### config.mk
export PLATFORM = sky130hd
export DESIGN_NAME = fct_plane_lane
export DESIGN_NICKNAME = d
export VERILOG_FILES = /design/src/rtl/fct_pkg.sv /design/src/rtl/fct_plane_lane.sv
export SDC_FILE = /design/constraint.sdc
export NUM_CORES = 2
export LEC_CHECK = 0
export BUFFER_PORTS_ARGS = -buffer_cell sky130_fd_sc_hd__buf_2
export CELL_PAD_IN_SITES_DETAIL_PLACEMENT = 1
export CELL_PAD_IN_SITES_GLOBAL_PLACEMENT = 1
export CORE_ASPECT_RATIO = 1.4
export CORE_MARGIN = 3
export CORE_UTILIZATION = 45
export CTS_BUF_LIST = sky130_fd_sc_hd__clkbuf_8
export CTS_CLUSTER_SIZE = 24
export DETAILED_ROUTE_END_ITERATION = 10
export GPL_TIMING_DRIVEN = 0
export MAX_ROUTING_LAYER = met4
export PLACE_DENSITY_LB_ADDON = 0.12
export RECOVER_POWER = 25
export SLEW_MARGIN = 20
export SYNTH_ARGS = -nofsm -noshare
export SYNTH_HDL_FRONTEND = slang
export SYNTH_SLANG_ARGS = --single-unit
### constraint.sdc
create_clock -name clk_i -period 21.4 [get_ports clk_i]
set_input_delay 2.14 -clock clk_i [delete_from_list [all_inputs] [get_ports clk_i]]
set_output_delay 2.14 -clock clk_i [all_outputs]
set_load 0.01 [all_outputs]
### src/rtl/fct_pkg.sv
// Shared constants, register map and pipeline control types for the frustum cull test.
package fct_pkg;

  localparam int MAX_PLANES_DEF  = 6;
  localparam int COORD_WIDTH_DEF = 16;

  // Plane registers that the configuration port can reach.
  localparam int CFG_PLANES = 6;

  // Normals are Q1.14.
  localparam int NORM_FRAC = 14;
  localparam int FIELD_W   = 16;
  localparam int PLANE_W   = 4 * FIELD_W;

  localparam int CFG_ADDR_W = 6;
  localparam int CFG_DATA_W = 64;
  localparam int REG_IDX_W  = 3;

  localparam logic [REG_IDX_W-1:0] REG_PLANE_COUNT = 3'd0;
  localparam logic [REG_IDX_W-1:0] REG_PLANE_BASE  = 3'd1;

  localparam int PLANE_COUNT_W     = 3;
  localparam int PLANE_COUNT_RESET = 6;

  localparam int ACTION_W = 2;
  localparam logic [ACTION_W-1:0] ACT_BOX = 2'd0;

  // Field order inside a packed plane word.
  localparam int PF_NX = 0;
  localparam int PF_NY = 1;
  localparam int PF_NZ = 2;
  localparam int PF_D  = 3;

  // Load enables for the three lane stages.
  typedef struct packed {
    logic s1;
    logic s2;
    logic s3;
  } fct_adv_t;

  function automatic logic signed [FIELD_W-1:0] plane_field(logic [PLANE_W-1:0] p, int k);
    return $signed(p[k*FIELD_W +: FIELD_W]);
  endfunction

  function automatic logic [FIELD_W-1:0] abs_field(logic signed [FIELD_W-1:0] v);
    return v[FIELD_W-1] ? (~v + 1'b1) : v;
  endfunction

endpackage

### src/rtl/fct_plane_lane.sv
// One plane of the cull test: products, sums, then the reject decision, one stage each.
module fct_plane_lane
  import fct_pkg::*;
#(
  parameter int COORD_WIDTH = COORD_WIDTH_DEF
) (
  input  logic                          clk_i,
  input  fct_adv_t                      adv_i,
  input  logic [PLANE_W-1:0]            plane_i,
  input  logic                          box_i,
  input  logic signed [COORD_WIDTH-1:0] cx_i,
  input  logic signed [COORD_WIDTH-1:0] cy_i,
  input  logic signed [COORD_WIDTH-1:0] cz_i,
  input  logic [COORD_WIDTH-1:0]        ex_i,
  input  logic [COORD_WIDTH-1:0]        ey_i,
  input  logic [COORD_WIDTH-1:0]        ez_i,
  input  logic signed [COORD_WIDTH-1:0] r_i,
  output logic                          reject_o
);

  localparam int BaseW = (COORD_WIDTH > FIELD_W) ? COORD_WIDTH : FIELD_W;
  localparam int SumW  = BaseW + 20;
  localparam int ProdW = COORD_WIDTH + FIELD_W;

  logic signed [FIELD_W-1:0] nx, ny, nz, dd;
  logic [FIELD_W-1:0]        nx_abs, ny_abs, nz_abs;
  logic signed [ProdW-1:0]   px, py, pz;
  logic [ProdW-1:0]          lx, ly, lz;
  logic signed [SumW-1:0]    r_lim;
  logic signed [SumW-1:0]    dist_d, lim_d, total;

  logic signed [SumW-1:0] px_q, py_q, pz_q;
  logic signed [SumW-1:0] lx_q, ly_q, lz_q;
  logic signed [SumW-1:0] dist_q, lim_q;
  logic                   reject_q;

  always_comb begin
    nx     = plane_field(plane_i, PF_NX);
    ny     = plane_field(plane_i, PF_NY);
    nz     = plane_field(plane_i, PF_NZ);
    dd     = plane_field(plane_i, PF_D);
    nx_abs = abs_field(nx);
    ny_abs = abs_field(ny);
    nz_abs = abs_field(nz);
    px     = cx_i * nx;
    py     = cy_i * ny;
    pz     = cz_i * nz;
    lx     = ex_i * nx_abs;
    ly     = ey_i * ny_abs;
    lz     = ez_i * nz_abs;
    r_lim  = SumW'(r_i) <<< NORM_FRAC;
    dist_d = px_q + py_q + pz_q - (SumW'(dd) <<< NORM_FRAC);
    lim_d  = lx_q + ly_q + lz_q;
    total  = dist_q + lim_q;
  end

  // Stage 1: products; any non-box shape carries radius in the first limit term.
  always_ff @(posedge clk_i) begin
    if (adv_i.s1) begin
      px_q <= SumW'(px);
      py_q <= SumW'(py);
      pz_q <= SumW'(pz);
      if (box_i) begin
        lx_q <= $signed(SumW'(lx));
        ly_q <= $signed(SumW'(ly));
        lz_q <= $signed(SumW'(lz));
      end else begin
        lx_q <= r_lim;
        ly_q <= '0;
        lz_q <= '0;
      end
    end
  end

  // Stage 2: signed distance and limit.
  always_ff @(posedge clk_i) begin
    if (adv_i.s2) begin
      dist_q <= dist_d;
      lim_q  <= lim_d;
    end
  end

  // Stage 3: rejected when dist < -lim, i.e. dist + lim is negative.
  always_ff @(posedge clk_i) begin
    if (adv_i.s3) begin
      reject_q <= total[SumW-1];
    end
  end

  assign reject_o = reject_q;

endmodule

### After elaboration in Yosys (flattened, before gate mapping)

Cells that the tools add are included.
W data, S select, Z words.

| word-level totals | value |
|---|---|
| register bits | 274 |
| bits of input ports | 181 |
| output and inout bits | 1 |
| logic and storage cells | 35 |

| operators by class | value |
|---|---|
| add/sub/neg operators | 9 |
| $mul | 6 |
| mux-type cells | 4 |
| bitwise gates (word level) | 3 |

Operators with widths:

| cell | count |
|---|---|
| $mul A16 B16 Y32 | 6 |
| $add A36 B36 Y36 | 2 |
| $add A16 B1 Y16 const B | 3 |
| $mux W16 | 3 |
| $not A16 Y16 | 3 |
| $add A33 B36 Y36 | 1 |
| $sub A34 B30 Y35 | 1 |
| $add A33 B32 Y34 | 1 |
| $add A32 B32 Y33 | 1 |
| $mux W32 | 1 |

### Logic depth before layout (Yosys ltp)

| logic depth | value |
|---|---|
| depth after elaboration | 5 |
| gate-level depth with buffers | 31 |
| gate-level depth less buffers | 29 |

### Worst setup path after synthesis

Ideal clock, no wire load.

| timing | value |
|---|---|
| path kind | input port to flip-flop |
| from | in plane_i[5] |
| to | reg lx_q[31] (data pin) |
| setup time | 260 ps |
| arrival | 9,152 ps |
| required time | 21,140 ps |
| setup slack | 11,988 ps |
| cell stages on the path | 28 |
| buffers on the path | 2 |
| cells stage by stage | clkbuf_1 > nor4_1 > nand2_1 > nor2_1 > nand2_1 > o41ai_1 > xnor2_1 > clkbuf_1 > nand2_1 > fa_1 > inv_1 > fa_1 > fa_1 > fa_1 > fa_1 > inv_1 > fa_1 > inv_1 > ha_1 > and3_1 > and3_1 > and3_1 > and4_1 > a211oi_1 > nor3_1 > a2111oi_0 > mux2i_1 > nand2_1 |

| between the ends | value |
|---|---|
| word-level cells in the longest chain between the ends | 5 |

RTL lines:

| item | line | source |
|---|---|---|
| start: declaration | fct_plane_lane.sv:9 | `input logic [PLANE_W-1:0] plane_i,` |
| $not A16 Y16 | fct_pkg.sv:46 | `return v[FIELD_W-1] ? (~v + 1'b1) : v;` |
| $add A16 B1 Y16 | fct_pkg.sv:46 |  |
| $mux W16 * | fct_pkg.sv:46 |  |
| $mul A16 B16 Y32 * | fct_plane_lane.sv:48 | `lx = ex_i * nx_abs;` |
| $mux W32 * | fct_plane_lane.sv:63 | `if (box_i) begin` |
| end signal: assignment | fct_plane_lane.sv:64 | `lx_q <= $signed(SumW'(lx));` |
| end signal: assignment | fct_plane_lane.sv:68 | `lx_q <= r_lim;` |
| end: declaration | fct_plane_lane.sv:33 | `logic signed [SumW-1:0] lx_q, ly_q, lz_q;` |

Mark *: on every way between the ends. The rest lies on a longest branch, timed or not.
A chain may end at the register's enable or synchronous reset.

### Worst setup path in the final report

Ends and elaborated chain as after synthesis.

==> metrics.yaml <==
synth_edf_count: 265
drt_iter0_markers: 2399
crit_type: "in -> reg"
cts_tree: "done"
via_per_inst: 5.28
synthTopCellsByArea: "fa_1 42%, ha_1 12%, edfxtp_1 11%"
row_count: 170
netlist_instances: 7326
regToRegStartpoint: "py_q[14]"
setup_viol: 0
placement.io_buffers: 155
async_reset_ff_share_pct: 0
io_pins: 182
critical_path.most_common_cell: "fa_1"
grtUsageTotal_pct: 28.1
final_antenna_net_count: 0
synth_warnings: 0
final_area_sq_um: 74000
grt_pass1_wl_mm: 333
period_needed_ns: 11.57
drcViolationCount: 0
cts_buffers: 47
worstSetupEndpointType: "register"
nets: 9842
synth-seq-cells: 265
outcome: "finished, violations left"
path_max_fanout: 10
synth_largest_area_cell: "fa_1"
fp.dieH_um: 471
htree_levels: 2
synth_area_sq_um: 69600
yosysTopAreaCellShare_pct: 41.8
cts_max_path_buffers: 3
cp_slowest_cell: "xnor2_1"
fillers: 17700
routed_wl_mm: 212
grt_antenna_before_repair: 10
slowest_delay_ns: 0.96
rr_endpoint: "dist_q[34]"
clk-insertion-delay-late_ns: 0.65
worstSetupEndpoint: "lx_q[31]"
synthFlopType: "edfxtp_1"
die_area_sq_um: 159000
period_share_pct: 54.1
post_synth_most_frequent_cells: "1684 x inv_1, 1452 x fa_1, 960 x nand2_1"
vias: 51000
syn_area_per_cell_sq_um: 9.50
drive_gt1_share_pct: 3.46
multi_input_area_sq_um: 54400
finish.utilization_pct: 48.2
tightest_slew_ns: 5.13
ctsRootBufferMaster: "clkbuf_8"
startpoint: "plane_i[5]"
cts-resized-gates: 0
r2r_cells: 15
drt_first_pass_iters: 7
relSlewSlack_pct: -242
clkTransAtPathRegs_ns: 0.06
r2r_slack_ns: 16.89
area_delta_synth_final_pct: 6.30
clock.fmax_mhz: 86.4
dp_hpwl_mm: 183
ys_seq_area_share_pct: 11.4
synthDistinctLibCells: 73
hold_depth: 2
slew_violations: 156
regArea_sq_um: 7960
place_area_sq_um: 73000
clkSinkCount: 265
hold_class: "reg -> reg"
synth.most_common_cell: "inv_1"
rsz0062_at_grt: "no"
overflow: 0
cts_setup_buffers: 0
die_x_um: 338
start_util_pct: 45.4
start_kind: "input pin"
setup-tns-final_ns: 0
wire_per_inst_um: 22.0
cts.hold.buffers_added: 0
violations: "capacitance limit, slew limit"
grt_max_degree: 101
grt_pass1_vias: 58500
finalHoldViolCount: 0
max-cap-violations: 2
coreArea_sq_um: 153000
cp.required_ns: 21.74
critical_path_arrival_ns: 11.91
whs_ns: 0.782
syn_nets: 9634
fin_skew_ns: 0.0710
gp_congestion: 0.963
## worst max-delay path: cells and delay by family
family / cells / cell delay, ns
fa+ha+maj: 7 / 3.49
compound gates: 7 / 2.07
buf+inv: 5 / 1.53
simple gates: 8 / 1.41
xor+xnor: 1 / 0.96
mux: 1 / 0.26
## worst min-delay path by stage
stage	end	slack [ns]	from
floorplan	reject_o	0.62	lim_q[35]
global placement	lim_q[33]	0.75	lx_q[32]
detailed placement	lim_q[35]	0.77	lx_q[32]
CTS	lim_q[35]	0.80	lx_q[32]
global route	lim_q[1]	0.83	lz_q[1]
finish	lim_q[1]	0.78	lz_q[1]
## flip-flops by register name (all words and copies together), names as in the netlist
| register | count |
|---|---|
| dist_q | 35 |
| lim_q | 36 |
| lx_q | 33 |
| ly_q | 32 |
| lz_q | 32 |
| px_q | 32 |
| py_q | 32 |
| pz_q | 32 |
| reject_o | 1 |
## metrics by stage
step,setup WS [ns],cells
3_3_place_gp,8.94,9545
5_1_grt,9.57,9636
2_1_floorplan,11.99,7326
4_1_cts,9.97,9633
3_5_place_dp,9.29,9548
6_report,9.83,9643
## per-layer routing
metal / wire length (um) / track usage, %
met5: 0 / -
met4: 10900 / 11.2
met3: 7340 / 2.15
met2: 115000 / 51.9
met1: 79100 / 31.2
## layout by cell type (no fill, tap or decap), types with 16 or more instances in the layout
master / n
inv_1: 1693
fa_1: 1452
nand2_1: 960
ha_1: 675
and2_1: 644
edfxtp_1: 265
clkbuf_1: 237
xnor2_1: 205
a21oi_1: 189
nor2_1: 159
buf_2: 157
a21o_1: 120
o21ai_0: 118
nand2b_1: 86
xor2_1: 66
clkbuf_8: 48
o21a_1: 40
nor3_1: 37
nand3_1: 35
nor2b_1: 33
o21bai_1: 30
a211oi_1: 25
or3_1: 20
buf_1: 20
and3_1: 20
a31oi_1: 19
nand4_1: 18
o211ai_1: 16
## cell type report
cell class / instances / area share, %
inverters: 1684 / 8.55
clock inverters: 37 / 0.347
diodes: 9 / 0.0305
repair buffers: 159 / 1.11
multi-input cells: 5120 / 73.5
plain buffers: 257 / 1.31
flip-flops and latches: 265 / 10.8
well taps: 2064 / 3.49
clock buffers: 48 / 0.893
## kinds of logic after synthesis
group                      synth area share, %
AOI/OAI and AO/OA                         6.16
buffers and inverters                     10.5
xor gates and xnor gates                  3.45
and+or+nand+nor                           14.3
adders and majority gates                 53.9
muxes                                    0.250
DFF                                       11.4
Power is left out: the tool's default activity adds up to more than one toggle a clock period on the data nets, which glitch-free logic cannot reach.
